--- config.mk ---
export PLATFORM = sky130hd
export DESIGN_NAME = rbis_ram
export DESIGN_NICKNAME = d
export VERILOG_FILES = /design/src/hw/rtl/rbis_ram.sv
export SDC_FILE = /design/constraint.sdc
export NUM_CORES = 1
export LEC_CHECK = 0
export ABC_AREA = 1
export BUFFER_PORTS_ARGS = -buffer_cell sky130_fd_sc_hd__buf_2
export CORE_UTILIZATION = 50
export CTS_CLUSTER_DIAMETER = 80
export DETAILED_ROUTE_END_ITERATION = 8
export PLACE_DENSITY_LB_ADDON = 0.08
export REMOVE_ABC_BUFFERS = 1
export SYNTH_ARGS = -nofsm -noshare
export SYNTH_HDL_FRONTEND = slang
export SYNTH_SLANG_ARGS = --single-unit
--- constraint.sdc ---
create_clock -name clk -period 5.6 [get_ports clk]
set_input_delay 1.12 -clock clk [delete_from_list [all_inputs] [get_ports clk]]
set_output_delay 1.12 -clock clk [all_outputs]
set_load 0.005 [all_outputs]
--- src/hw/rtl/rbis_ram.sv ---
`default_nettype none
module rbis_ram #(
  parameter int WIDTH = 8,
  parameter int DEPTH = 64
) (
  input  wire logic                     clk,
  input  wire logic                     we,
  input  wire logic [$clog2(DEPTH)-1:0] addr,
  input  wire logic [WIDTH-1:0]         wdata,
  output logic      [WIDTH-1:0]         rdata
);

  logic [WIDTH-1:0] mem [DEPTH];

  always_ff @(posedge clk) begin
    if (we) begin
      mem[addr] <= wdata;
    end
    rdata <= mem[addr];
  end

endmodule
`default_nettype wire

After elaboration in Yosys (flattened, before gate mapping)

Memory sizes are Yosys's and may differ from the RTL's. A register that Yosys moved wholly into a read port is not among the register bits.
Index checks and enable logic that the tools add are counted.

Register bits: 0
Bits in read-only memories: 0
Bits of input ports: 16
Bits in latches: 0
Memories kept: 1
RAM bits: 512

Shifts and indexed selects: 0
Multiplexer cells: 2
$add $sub $neg: 0
$lt $le $gt $ge: 0
Bitwise logic cells: 0
Reductions and logical operators: 0
Divide/modulo/power cells: 0
$mul: 0
Equality and inequality tests: 0

Memories:

| memory | depth | bits a word | rd ports | clocked after memory_dff | wr ports | line | source |
|---|---|---|---|---|---|---|---|
| mem    | 64    | 8           | 1        | 1                        | 1        | 13   | `logic [WIDTH-1:0] mem [DEPTH];` |

Operators by type and width:

| cell             | count |
|---|---|
| 2-to-1 mux 1 bit | 2 |

Logic depth before layout (Yosys ltp)

Word-level depth: 2
Depth in mapped cells: 13
Depth with buffers taken out: 11

Worst setup path after synthesis

OpenSTA, ideal clock, no wires.

Path type: in2reg
Start: input addr[3]
End: memory mem[41][0], enable pin
Arrival: 2694 ps
Slack: 2511 ps
Buffers on the path: 1
Stages: 5
Required time: 5205 ps
Path through: buf_2 -> inv_2 -> nor3_2 -> inv_2 -> nor4_1

RTL lines:

| element         | line | source |
|---|---|---|
| start, declared | 8    | `input wire logic [$clog2(DEPTH)-1:0] addr,` |
| end, declared   | 13   |  |

Straight into the memory's write port.

Worst setup path in the final report

Start: input addr[0]
End: memory mem[34][5], enable pin

Straight into the memory's write port.

==> impl_results.md <==
- Max Transition Viols Final: 0
- Worst-path maximum fanout: 96
- RSZ-0062 raised after global routing: no
- Final period demand of the worst path: around 3.6 ns
- Setup TNS: 0 ns
- Core footprint: 43,300 µm²
- Max cap viols: 0
- Main synth FF type: edfxtp_1
- Register area share after synthesis: a little over two thirds
- Starting Density: roughly half
- Peak VDD IR: 0.305 mV
- Yosys warns: 0
- Clock latency on the worst-skew pair: about 0.6 ns
- Final Wtd Congestion: between 0.8 and 0.9
- Post-route cell area: about 24,000 µm²
- Top post-synthesis cells by area: edfxtp_1, nand2_1, nor2_1
- Global-route wire length before repair: about 83 mm
- Initial antenna violation count: 3
- Largest net degree at the start of global routing: around 100
- Seq cells post-synth: 520
- CTS Hold Bufs: 0
- Pre-Repair DR Iteration Count: 5
- Clk sink count: between 500 and 600
- Async S/R FF share, synth: 0%
- FF/Latch Area: 15,500 µm²
- Vias in the first global route: approximately 14,000
- EDFF count, synth: between 500 and 600
- DRT iter0 DRCs: roughly 1,200
- Leak: between 0.01 and 0.015 µW
- Synth cell count leaders: nand2_1, edfxtp_1, nor2_1
- H-tree depth: 2
- Achievable frequency: between 200 and 300 MHz
- Ratio of cells with drive above 1 in the final layout: 6.99%
- Die H: 212 µm
- GR Overflow Total: 0
- GRT Resource Usage Total: about a quarter
- Final hold vios: 0
- Overall power: 8460 µW
- Num CTS Buffers: 53
- Layout area overhead: 10.5%
- Via count: about 15,000
- Top-count cell post-synth: nand2_1
- Post-DP Area: about 23,000 µm²
- Avg Inst Size Synth: a little over 10 µm²
- Clk buf depth: 3
- PD cells: ~350 nW/µm²
- CTS tree: done
- # fillers: roughly 3,800
- Worst Path Arrival: 3.83 ns
- Routed WL: ~55 mm
- Chip width: 212 µm
- Place WS: 1.39 ns
- Status: completed
- Synth Cell Area: roughly 22,000 µm²
- CP required: just under 6 ns
- Critical path capture point type: register
- Setup Buffers After CTS: 0
- WS Path Type: input pin to register
- DR DRC count: 0
- Crit share post-route: between 60% and 70%
- Detail-routed via count per cell: 5.17
- Buffers on Ports: 23
- Final #Nets: roughly 2,200
- Slew HR: between 20% and 30%
- Syn Inst Count: approximately 2,200
- I/O pin count: 24
- Class of the worst hold path: register to register
- Post-synth top area share: around 70%
- CTS clk-pin slew, worst paths: ~0.060 ns
- CTS resizes: 0
- Clk_skew: between 0.01 and 0.015 ns
- Startpoint types: input pin
- Multi-input gate area: about 5800 µm²
- Final WS setup: ~2 ns
- Remaining antenna violation count after routing: 0
- Root Driver: clkbuf_16
- Die area: 44,900 µm²
- Worst-margin pin slew: between 1 and 1.5 ns
- Routed len/inst: between 15 and 20 µm
- Yosys cell types: 22
- Site Rows: 76
- Post-synth top area cell: edfxtp_1
- Post-DP HPWL: between 30 and 40 mm
- Final setup fails: 0
## placed cells by master (no fill, tap or decap), drive strengths merged, types with 2 or more instances in the layout
cell type,Yosys,layout
bufinv,0,7
o211ai,5,5
nor3,8,8
edfxtp,512,512
nand4,2,2
clkinv,1,24
nand3,13,13
nor4,2,2
or2,6,6
clkbuf,23,64
o21ai,7,7
buf,78,52
inv,29,31
dfxtp,8,8
clkinvlp,0,5
nor2,89,89
nand2,1384,1384
## cell families after synthesis
kind of cell,synth area share (%)
flops,70.5
compound gates,0.329
buf+inv,3.16
simple gates,26.0
## final cells by class
class	count	share of cell area (%)
diodes	1	0.0103
multi-input cells	1516	23.9
flip-flops and latches	520	63.8
inverters	30	0.493
repair buffers	53	1.44
clock inverters	37	1.50
clock buffers	63	5.94
well taps	585	3.00
## per-stage QoR
stage	hold WS [ns]	instances	util, %
global placement	0.705	2704	52.1
CTS	0.710	2804	56.3
detailed placement	0.707	2704	52.1
finish	0.723	2805	56.3
global route	0.788	2805	56.3
floorplan	0.599	2066	-
## critical path, stage by stage
cell	delay, ns
clkbuf_8	0.34
inv_6	0.39
buf_4	0.52
nand3_1	0.62
nor2_1	0.76
## state kept, by name (all words and copies together) (netlist names)
| register | flops |
|---|---|
| mem | 512 |
| rdata | 8 |
## report_power, final
group	total [µW]	leakage (µW)	internal, µW	switching, µW
sequential	4330	0.00467	4310	17.0
combinational	491	0.00456	112	378
clock	3640	0.000881	2160	1480
total	8460	0.0101	6580	1880
## per-layer routing
metal  up-vias  routed length, µm  track usage [%]
met5         -                 25                0
met3        97               3670             4.06
met4         4               1670             9.00
met1      6918              24500             36.0
li1       7025                  -                -
met2       457              25300             39.6
## path summary, 6_finish.rpt
path | startpoint | endpoint | slack (ns) | cells after the start
setup / recovery | addr[0] | mem[34][5]$_DFFE_PP_ | 1.99 | 5
hold / removal | mem[47][6]$_DFFE_PP_ | rdata[6]$_DFF_P_ | 0.72 | 6
setup reg to reg | mem[28][6]$_DFFE_PP_ | rdata[6]$_DFF_P_ | 4.20 | 7
hold reg to reg | mem[47][6]$_DFFE_PP_ | rdata[6]$_DFF_P_ | 0.72 | 6
Note: power is estimated with default switching activity, not from simulation.
