<file path="src/hw/rtl/rbis_pkg.sv">
`default_nettype none
package rbis_pkg;

  localparam int BODY_COUNT = 64;
  localparam int ADDR_W     = $clog2(BODY_COUNT);

  // speed below 0.1 in raw Q16.16 units, and its square
  localparam logic [12:0] SLOW_LIMIT = 13'd6554;
  localparam logic [26:0] SLOW_SQ    = 27'd42954916;

  localparam logic [30:0] SIM_SPEED_RESET = 31'd65536;
  localparam logic [17:0] ONE_Q16         = 18'd65536;

  localparam int DIV_N_W = 48;
  localparam int DIV_D_W = 33;

  localparam logic [1:0] FN_LOAD    = 2'd0;
  localparam logic [1:0] FN_TICK    = 2'd1;
  localparam logic [1:0] FN_COLLIDE = 2'd2;

  localparam logic [1:0] CFG_GRAVITY_X = 2'd0;
  localparam logic [1:0] CFG_GRAVITY_Y = 2'd1;
  localparam logic [1:0] CFG_SIM_SPEED = 2'd2;

  typedef struct packed {
    logic signed [31:0] pos_x;
    logic signed [31:0] pos_y;
    logic signed [31:0] vel_x;
    logic signed [31:0] vel_y;
    logic [30:0]        mass;
    logic [16:0]        bounce;
    logic               is_static;
  } body_t;

  localparam int BODY_W = $bits(body_t);

  typedef struct packed {
    logic               start;
    logic [DIV_N_W-1:0] dividend;
    logic [DIV_D_W-1:0] divisor;
  } div_req_t;

  typedef struct packed {
    logic               done;
    logic [DIV_N_W-1:0] quotient;
  } div_rsp_t;

  typedef enum logic [3:0] {
    ST_IDLE,
    ST_LOAD,
    ST_RD_A,
    ST_CAP_A,
    ST_CAP_B,
    ST_CHECK,
    ST_MUL,
    ST_ACC,
    ST_DIV_A,
    ST_DIV_B,
    ST_DIV_J,
    ST_WR_A,
    ST_WR_B
  } state_t;

endpackage
`default_nettype wire

</file>
<file path="src/hw/rtl/rbis_div.sv">
`default_nettype none
module rbis_div (
  input  wire logic                clk,
  input  wire logic                rst,
  input  wire rbis_pkg::div_req_t  req,
  output rbis_pkg::div_rsp_t       rsp
);
  import rbis_pkg::*;

  localparam int CNT_W = $clog2(DIV_N_W + 1);

  logic [DIV_D_W:0]   rem;
  logic [DIV_N_W-1:0] quo;
  logic [DIV_D_W-1:0] dvs;
  logic [CNT_W-1:0]   cnt;
  logic               active;
  logic               done;
  logic [DIV_D_W:0]   shifted;
  logic [DIV_D_W:0]   trial;
  logic               ge;

  // one restoring step: bring down the next dividend bit
  always_comb begin
    shifted = {rem[DIV_D_W-1:0], quo[DIV_N_W-1]};
    ge      = shifted >= {1'b0, dvs};
    trial   = shifted - {1'b0, dvs};
  end

  always_ff @(posedge clk) begin
    if (rst) begin
      active <= 1'b0;
      done   <= 1'b0;
    end else begin
      done <= 1'b0;
      if (req.start) begin
        active <= 1'b1;
      end else if (active && cnt == CNT_W'(DIV_N_W - 1)) begin
        active <= 1'b0;
        done   <= 1'b1;
      end
    end
  end

  always_ff @(posedge clk) begin
    if (req.start) begin
      rem <= '0;
      quo <= req.dividend;
      dvs <= req.divisor;
      cnt <= '0;
    end else if (active) begin
      rem <= ge ? trial : shifted;
      quo <= {quo[DIV_N_W-2:0], ge};
      cnt <= cnt + CNT_W'(1);
    end
  end

  assign rsp.done     = done;
  assign rsp.quotient = quo;

endmodule
`default_nettype wire

</file>
<file path="config.mk">
export PLATFORM = sky130hd
export DESIGN_NAME = rbis_div
export DESIGN_NICKNAME = d
export VERILOG_FILES = /design/src/hw/rtl/rbis_pkg.sv /design/src/hw/rtl/rbis_div.sv
export SDC_FILE = /design/constraint.sdc
export NUM_CORES = 1
export LEC_CHECK = 0
export BUFFER_PORTS_ARGS = -buffer_cell sky130_fd_sc_hd__buf_2
export CAP_MARGIN = 20
export CORE_ASPECT_RATIO = 0.75
export CORE_UTILIZATION = 60
export CTS_BUF_LIST = sky130_fd_sc_hd__clkbuf_2 sky130_fd_sc_hd__clkbuf_4 sky130_fd_sc_hd__clkbuf_8
export DETAILED_ROUTE_END_ITERATION = 8
export PLACE_DENSITY = 0.86
export SLEW_MARGIN = 20
export SYNTH_ARGS = -nofsm -noshare
export SYNTH_HDL_FRONTEND = slang
export SYNTH_SLANG_ARGS = --single-unit
</file>
<file path="constraint.sdc">
create_clock -name clk -period 7.5 [get_ports clk]
set_input_delay 1.5 -clock clk [delete_from_list [all_inputs] [get_ports clk]]
set_output_delay 1.5 -clock clk [all_outputs]
set_load 0.02 [all_outputs]
</file>
### After elaboration in Yosys (flattened, before gate mapping)

Index checks and enable logic that the tools add are counted.

| word-level totals | value |
|---|---|
| memories | 0 |
| bits in registers | 122 |
| bits in writable memories | 0 |
| bits in latches | 0 |
| memory bits (read-only) | 0 |
| output and inout port bits | 49 |
| bits of input ports | 84 |
| word-level logic and storage cells | 20 |

| operators by class | value |
|---|---|
| reduce and logical (&&, ||, !) cells | 4 |
| add/sub/neg operators | 2 |
| multipliers | 0 |
| shift operators | 0 |
| multiplexer cells | 6 |
| equal/unequal tests | 1 |
| divide/modulo/power cells | 0 |
| bitwise operators | 0 |
| order comparisons | 1 |

Operator list:

| operator | number |
|---|---|
| $mux 48 | 2 |
| $ge 34x33->1 | 1 |
| $mux 33 | 1 |
| $sub 33x33->33 | 1 |
| $add 6x1->6 const B | 1 |
| $eq 6x6->1 const B | 1 |
| $reduce_bool 2->1 | 2 |
| $mux 1 | 3 |
| $reduce_or 2->1 | 1 |
| $logic_and 1x1->1 | 1 |

### Depth between registers and ports, before layout

Gate-level depths: netlist of run 1.

| logic depth | value |
|---|---|
| depth in word-level cells | 4 |
| depth in mapped cells | 15 |
| mapped depth without buffers | 13 |

### Worst setup path before layout of run 1

Ideal clock, no wire load.

| timing path | value |
|---|---|
| path kind | in2reg |
| start | input port req[81] (netlist name) |
| end | register quo[0], enable pin |
| data arrival time | 3.042 ns |
| required time | 7.098 ns |
| setup slack | 4.056 ns |
| stages on the path | 4 |
| setup time | 0.402 ns |
| buffers on the path | 2 |
| path through | clkbuf_1 -> clkbuf_1 -> nor2_1 -> inv_1 |

| on the way | value |
|---|---|
| cells in the longest elaborated chain, start to end | 1 |

RTL lines:

| what | line | RTL |
|---|---|---|
| from (decl) | rbis_div.sv:5 | `input wire rbis_pkg::div_req_t req,` |
| $reduce_bool 2->1 (no source line) | -- |  |
| to (signal assigned) | rbis_div.sv:47 | `quo <= req.dividend;` |
| to (signal assigned) | rbis_div.sv:52 | `quo <= {quo[DIV_N_W-2:0], ge};` |
| to (decl) | rbis_div.sv:13 | `logic [DIV_N_W-1:0] quo;` |

No other way between the ends.
A chain may end at the register's enable or synchronous reset.

### Worst setup path after layout of run 1

| timing path | value |
|---|---|
| start | register dvs[23] |
| end | register rem[27] |

| on the way | value |
|---|---|
| cells in the longest elaborated chain, start to end | 2 |
| elaborated cells between the ends (all ways) | 3 |
| classes of those cells | add/sub: 1; order compare: 1; mux: 1 |

RTL lines:

| what | line | RTL |
|---|---|---|
| from (decl) | rbis_div.sv:14 | `logic [DIV_D_W-1:0] dvs;` |
| from (signal assigned) | rbis_div.sv:48 | `dvs <= req.divisor;` |
| $sub 33x33->33 or $ge 34x33->1 (tied branches) | rbis_div.sv:26, rbis_div.sv:25 |  |
| $mux 33 (*) | rbis_div.sv:51 | `rem <= ge ? trial : shifted;` |
| to (signal assigned) | rbis_div.sv:51 |  |
| to (decl) | rbis_div.sv:12 | `logic [DIV_D_W:0] rem;` |

Every way passes the cells marked *; elsewhere a longest branch is shown, timed or not.

==> results of run 1 <==
==> final cells by class <==
class | instances | share of cell area [%]
Clock buffer | 17 | 2.94
Clock inverter | 15 | 2.55
Inverter | 44 | 2.08
Multi-Input combinational cell | 442 | 40.5
Sequential cell | 122 | 41.0
Tap cell | 140 | 2.20
Timing Repair Buffer | 136 | 8.72
==> through the flow <==
stage          std cells  setup slack, ns  hold WS [ns]  power [W]
2_1_floorplan        640             4.06         0.458    0.00117
3_3_place_gp         884             3.81         0.465    0.00126
3_5_place_dp         884             3.64         0.483    0.00128
4_1_cts              916             3.61         0.493    0.00193
5_1_grt              916             3.41         0.522    0.00201
6_report             916             3.61         0.493    0.00193
==> routing by layer <==
metal | part of all wire, % | wire length [um] | vias up | GRT usage, %
met4 | 2.6 | 405 | 0 | 11.2
met1 | 43 | 6830 | 2576 | 34.3
met3 | 6.2 | 986 | 46 | 7.14
li1 | - | - | 2598 | -
met5 | 0 | 0 | - | 0
met2 | 48 | 7650 | 219 | 47.4
==> final timing paths <==
path	startpoint	slack [ns]	endpoint
hold reg to reg	cnt[5]	0.49	cnt[5]
setup / recovery	dvs[23]	3.61	rem[27]
hold / removal	cnt[5]	0.49	cnt[5]
setup reg to reg	dvs[23]	3.61	rem[27]
==> state kept, by name, indices dropped and copies added (netlist names) <==
name	flops
active	1
cnt	6
done	1
dvs	33
quo	48
rem	33
==> critical path, delay by kind of cell (launching register included) <==
family / cells / cell delay, ns
mux: 2 / 0.50
fa+ha+maj: 1 / 0.43
buf+inv: 2 / 0.45
flops: 1 / 0.32
simple gates: 4 / 0.93
compound gates: 3 / 1.10
==> power groups by stage <==
stage | clock [W] | sequential (W) | combinational (W)
after detailed placement | 0 | 0.000833 | 0.000448
final | 0.000654 | 0.000819 | 0.000461
after global placement | 0 | 0.000829 | 0.000433
after CTS | 0.000659 | 0.000819 | 0.000455
after floorplan | 0 | 0.000863 | 0.000304
after global routing | 0.000688 | 0.000827 | 0.000497
==> layout by cell type (no fill, tap or decap), types with 26 or more instances in the layout <==
cell type	count
inv_1	42
nor2_1	62
a21oi_1	39
buf_2	131
mux2_2	51
ha_1	34
dfxtp_1	40
nand2_1	33
edfxtp_1	81
o21ai_0	26
==> kinds of logic (layout without fill, tap and decap cells) <==
| group | after synthesis | count (layout) |
|---|---|---|
| flip-flops | 122 | 122 |
| AND/OR/NAND/NOR | 157 | 157 |
| buffers and inverters | 76 | 212 |
| AO/OA/AOI/OAI | 146 | 146 |
| multiplexers | 75 | 75 |
| XOR/XNOR | 29 | 29 |
| adder cells (fa/ha/maj) | 35 | 35 |
==> results.py, run 1 <==
metrics = {
    "status": {
        "outcome": "finished clean",
    },
    "synthesis": {
        "ys.flop_type": "edfxtp_1",
        "synth_area_um2": 6820,
        "synth_common_cells": "edfxtp_1 (81), nor2_1 (62), mux2_2 (51), inv_1 (43), dfxtp_1 (41)",
        "synthAdderAreaFrac_pct": 6.53,
        "yosysTopAreaCell": "edfxtp_1",
        "yosysUniqueCellTypes": 62,
        "ys_ff_latch": 122,
        "ys_warn_count": 0,
        "yosys.area_share.simple_pct": 10.8,
        "synth-seq-area-share_pct": 47.7,
        "syn_area_per_cell_um2": 10.7,
        "synth_edf_count": 81,
        "synth_top_family_by_area": "compound AO/OA/AOI/OAI gates",
        "async_flop_share_pct": 0,
        "postSynthCellCount": 640,
        "yosys.area_share.xor_xnor_pct": 3.72,
        "netlist.area_leader.share_pct": 35.7,
        "synth_fp_nets": 759,
        "synth_mux_area_share_pct": 11.9,
        "yosysMostFrequentCell": "edfxtp_1",
        "synthTopCellsByArea": "edfxtp_1 (36%), dfxtp_1 (12%), mux2_2 (8.4%)",
        "synth_compound_area_share_pct": 14.2,
    },
    "power_and_ir_drop": {
        "power_density_nw_per_um2": 243,
        "p_sw_share_pct": 31.8,
        "pwr-share-comb_pct": 23.8,
        "power.leakage_nw": 3.37,
        "p_sw_w": 0.000615,
        "p_int_w": 0.00132,
        "ir_drop_uv": 175,
        "clkPwrFrac_pct": 33.8,
        "power_frac_seq_pct": 42.4,
    },
    "global_route": {
        "grtUsageTotal_pct": 27.9,
        "grt_pass1_wl_um": 25500,
        "antenna_found_initial": 0,
        "grt_max_degree": 74,
        "grt_pass1_vias": 5198,
        "gr-total-overflow": 0,
    },
    "routing": {
        "remaining_drc_errors": 0,
        "routed_wirelength_um": 15900,
        "first_pass_iters": 8,
        "avgViaCountPerCell": 5.94,
        "avgRoutedWirePerCell_um": 17.3,
        "vias": 5439,
        "initialDrtViolationCount": 462,
        "ant_nets": 0,
    },
    "worst_hold_path": {
        "whs_path_depth": 2,
        "min_path_type": "reg -> reg",
    },
    "floorplan": {
        "die-area_um2": 11800,
        "initial_core_util_pct": 62.1,
        "die_w_um": 125,
        "die_y_um": 94.3,
        "io_pins": 133,
        "row_count": 33,
        "core_um2": 11000,
    },
    "placement": {
        "io_buffers": 132,
        "hpwl_um": 11100,
        "place_area_um2": 7510,
        "place_congestion": 0.956,
    },
    "critical_path": {
        "cp_slowest_cell": "o21bai_4",
        "cp_max_fo": 27,
        "slowest_delay_ns": 0.77,
        "critPathLaunchType": "flop",
        "r2r_cells": 12,
        "crit_type": "reg -> reg",
        "cp.required_ns": 7.79,
        "path_cells": "inv_1 > ha_1 > nand3_1 > or3_1 > o21ai_0 > nand4b_1 > a21oi_2 > o21bai_4 > buf_4 > mux2_2 > mux2i_1 > nor3_1",
        "cp.arrival_ns": 4.18,
        "cp-end-kind": "flop",
    },
    "cts": {
        "cts_hold_buf": 0,
        "cts-root-buf": "clkbuf_8",
        "post-cts-setup-buffers": 0,
        "cts_buffer_depth": 2,
        "ctsResizeCount": 0,
        "clk_latency_ns": 0.44,
        "cts_made_buffers": 17,
        "cts.sinks": 122,
        "cts_tree": "done",
        "cts_max_level": 4,
        "clkTransAtPathRegs_ns": 0.08,
    },
    "run": {
        "maxCapViolCount": 0,
    },
    "final_layout": {
        "final_cell_area_um2": 7950,
        "nets": 882,
        "final_util_pct": 72.3,
        "diodes": 0,
        "synthToLayoutAreaGrowth_pct": 16.5,
        "multi_input_area_um2": 3220,
        "regArea_um2": 3250,
        "drive_gt1_share_pct": 29.3,
        "fill_cells": 814,
    },
    "sta": {
        "worst_slew_pin_slew_ns": 0.922,
        "period_minus_slack_ns": 3.89,
        "slew_viol_final": 0,
        "finalSetupTns_ns": 0,
        "hold_viol_final": 0,
        "final-setup-viol-count": 0,
        "rsz0062_at_grt": "no",
        "worst_clock_skew_ns": 0.0119,
        "clock.fmax_mhz": 257,
        "max_slew_margin_pct": 38.4,
        "min_period_over_period_pct": 51.9,
    },
}
Note: power is estimated with default switching activity, not from simulation.
==> run 2: changes to the inputs <==
Settings changed: CORE_UTILIZATION 60 to 58, PLACE_DENSITY 0.86 to 0.83.
Clock period 7.5 ns to 3.7 ns, I/O delays scaled along.
==> run 2 against run 1 <==
Combinational power is 98% higher. Clock skew fell by 0.0017 ns. Critical path type unchanged. Maximum frequency increased by 14%. Sequential power is 100% higher.
==> results.py, run 2 (same netlist as run 1, synthesis figures left out) <==
metrics = {
    "status": {
        "outcome": "finished clean",
    },
    "cts": {
        "cts_buffer_depth": 2,
        "ctsResizeCount": 0,
        "cts_max_level": 4,
        "clk_latency_ns": 0.43,
        "cts-root-buf": "clkbuf_8",
        "post-cts-setup-buffers": 0,
        "clkTransAtPathRegs_ns": 0.08,
        "cts_tree": "done",
        "cts.sinks": 122,
        "cts_hold_buf": 0,
        "cts_made_buffers": 17,
    },
    "floorplan": {
        "die_w_um": 127,
        "die_y_um": 95.9,
        "core_um2": 11200,
        "initial_core_util_pct": 61.0,
        "die-area_um2": 12200,
        "row_count": 33,
        "io_pins": 133,
    },
    "sta": {
        "hold_viol_final": 0,
        "max_slew_margin_pct": 45.4,
        "rsz0062_at_grt": "no",
        "clock.fmax_mhz": 292,
        "min_period_over_period_pct": 92.5,
        "period_minus_slack_ns": 3.42,
        "slew_viol_final": 0,
        "worst_clock_skew_ns": 0.0102,
        "worst_slew_pin_slew_ns": 0.799,
        "worst_hold_slack_ns": 0.475,
        "final-setup-viol-count": 0,
        "finalSetupTns_ns": 0,
    },
    "power_and_ir_drop": {
        "pwr-share-comb_pct": 24.9,
        "p_int_w": 0.00247,
        "ir_drop_uv": 337,
        "power_density_nw_per_um2": 463,
        "p_sw_w": 0.00120,
        "p_total_w": 0.00367,
        "power.leakage_nw": 3.36,
        "clkPwrFrac_pct": 29.7,
        "p_sw_share_pct": 32.7,
        "power_frac_seq_pct": 45.4,
    },
    "final_layout": {
        "top_register": "quo",
        "final_cell_mix": "buf_2 (131), edfxtp_1 (81), nor2_1 (62), mux2_2 (51), inv_1 (42)",
        "drive_gt1_share_pct": 29.6,
        "nets": 886,
        "synthToLayoutAreaGrowth_pct": 16.2,
        "diodes": 0,
        "layout.cells.non_filler": 937,
        "final_common_cell": "buf_2",
        "largest_register_ffs": 48,
        "largest_registers": "quo (48), dvs (33), rem (33)",
    },
    "critical_path": {
        "cp-end-kind": "flop",
        "cp_max_fo": 22,
        "path_cells": "inv_1 > ha_1 > inv_1 > fa_1 > a211oi_1 > o21bai_1 > a21oi_1 > o21ai_1 > a21oi_2 > o21bai_4 > buf_4 > mux2i_1 > a211oi_1",
        "crit_family": "compound AO/OA/AOI/OAI gates",
        "crit_type": "reg -> reg",
        "slowest_delay_ns": 0.50,
        "critPathLaunchType": "flop",
        "cp.required_ns": 4.04,
        "path_buf_inv": 3,
        "cp_slowest_cell": "o21ai_1",
        "cp.arrival_ns": 3.76,
    },
    "placement": {
        "hpwl_um": 10800,
        "io_buffers": 132,
        "dp.cells": 905,
        "place_congestion": 0.956,
    },
    "run": {
        "maxCapViolCount": 0,
    },
    "global_route": {
        "gr-total-overflow": 0,
        "grt_max_degree": 53,
        "grt_pass1_vias": 5181,
        "antenna_found_initial": 0,
        "grt_pass1_wl_um": 24300,
        "grtUsageTotal_pct": 25.7,
    },
    "worst_hold_path": {
        "min_path_type": "in -> reg",
    },
    "routing": {
        "avgRoutedWirePerCell_um": 15.9,
        "initialDrtViolationCount": 463,
        "routed_wirelength_um": 14900,
        "ant_nets": 0,
        "remaining_drc_errors": 0,
        "avgViaCountPerCell": 5.71,
        "first_pass_iters": 5,
        "vias": 5353,
    },
}
run 2: cell type report:
type / instances / area (um2)
Fill cell: 817 / 3260
Timing Repair Buffer: 140 / 723
Clock inverter: 15 / 133
Multi-Input combinational cell: 442 / 3220
Clock buffer: 17 / 234
Sequential cell: 122 / 3250
Inverter: 44 / 165
Tap cell: 157 / 196
run 2: layer usage:
metal | up-vias | GRT usage [%] | part of all wire, %
li1 | 2598 | - | -
met1 | 2519 | 32.8 | 45
met2 | 209 | 43.3 | 47
met3 | 27 | 6.56 | 6.5
met4 | 0 | 8.04 | 1.6
met5 | - | 0 | 0
run 2: power groups by stage:
stage | logic (W) | clock network [W] | registers, W
after floorplan | 0.000616 | 0 | 0.00175
after global placement | 0.000872 | 0 | 0.00169
after detailed placement | 0.000897 | 0 | 0.00169
after CTS | 0.000904 | 0.00111 | 0.00167
after global routing | 0.000995 | 0.00118 | 0.00168
final | 0.000912 | 0.00109 | 0.00167
run 2: final timing paths:
check	start	to	slack [ns]	cells after the start
min	req[17]	dvs[17]	0.47	1
min reg2reg	rem[32]	rem[32]	0.50	2
max reg2reg	quo[47]	rem[14]	0.28	13
max	quo[47]	rem[14]	0.28	13
run 2: worst reg2reg max path: stages (launching register included):
cell and delay [ns]:
edfxtp_1 0.40, inv_1 0.07, ha_1 0.20, inv_1 0.07, fa_1 0.23, a211oi_1 0.09, o21bai_1 0.18, a21oi_1 0.14
o21ai_1 0.50, a21oi_2 0.14, o21bai_4 0.50, buf_4 0.40, mux2i_1 0.13, a211oi_1 0.26
run 2: stage by stage:
step                      setup slack [ns]  area (um2)  util (%)
after floorplan                      0.734        6820         -
after global placement               0.470        7560      67.6
after detailed placement             0.332        7560      67.6
after CTS                            0.312        7930      70.8
after global routing               0.00977        7930      70.8
final                                0.279        7930      70.8
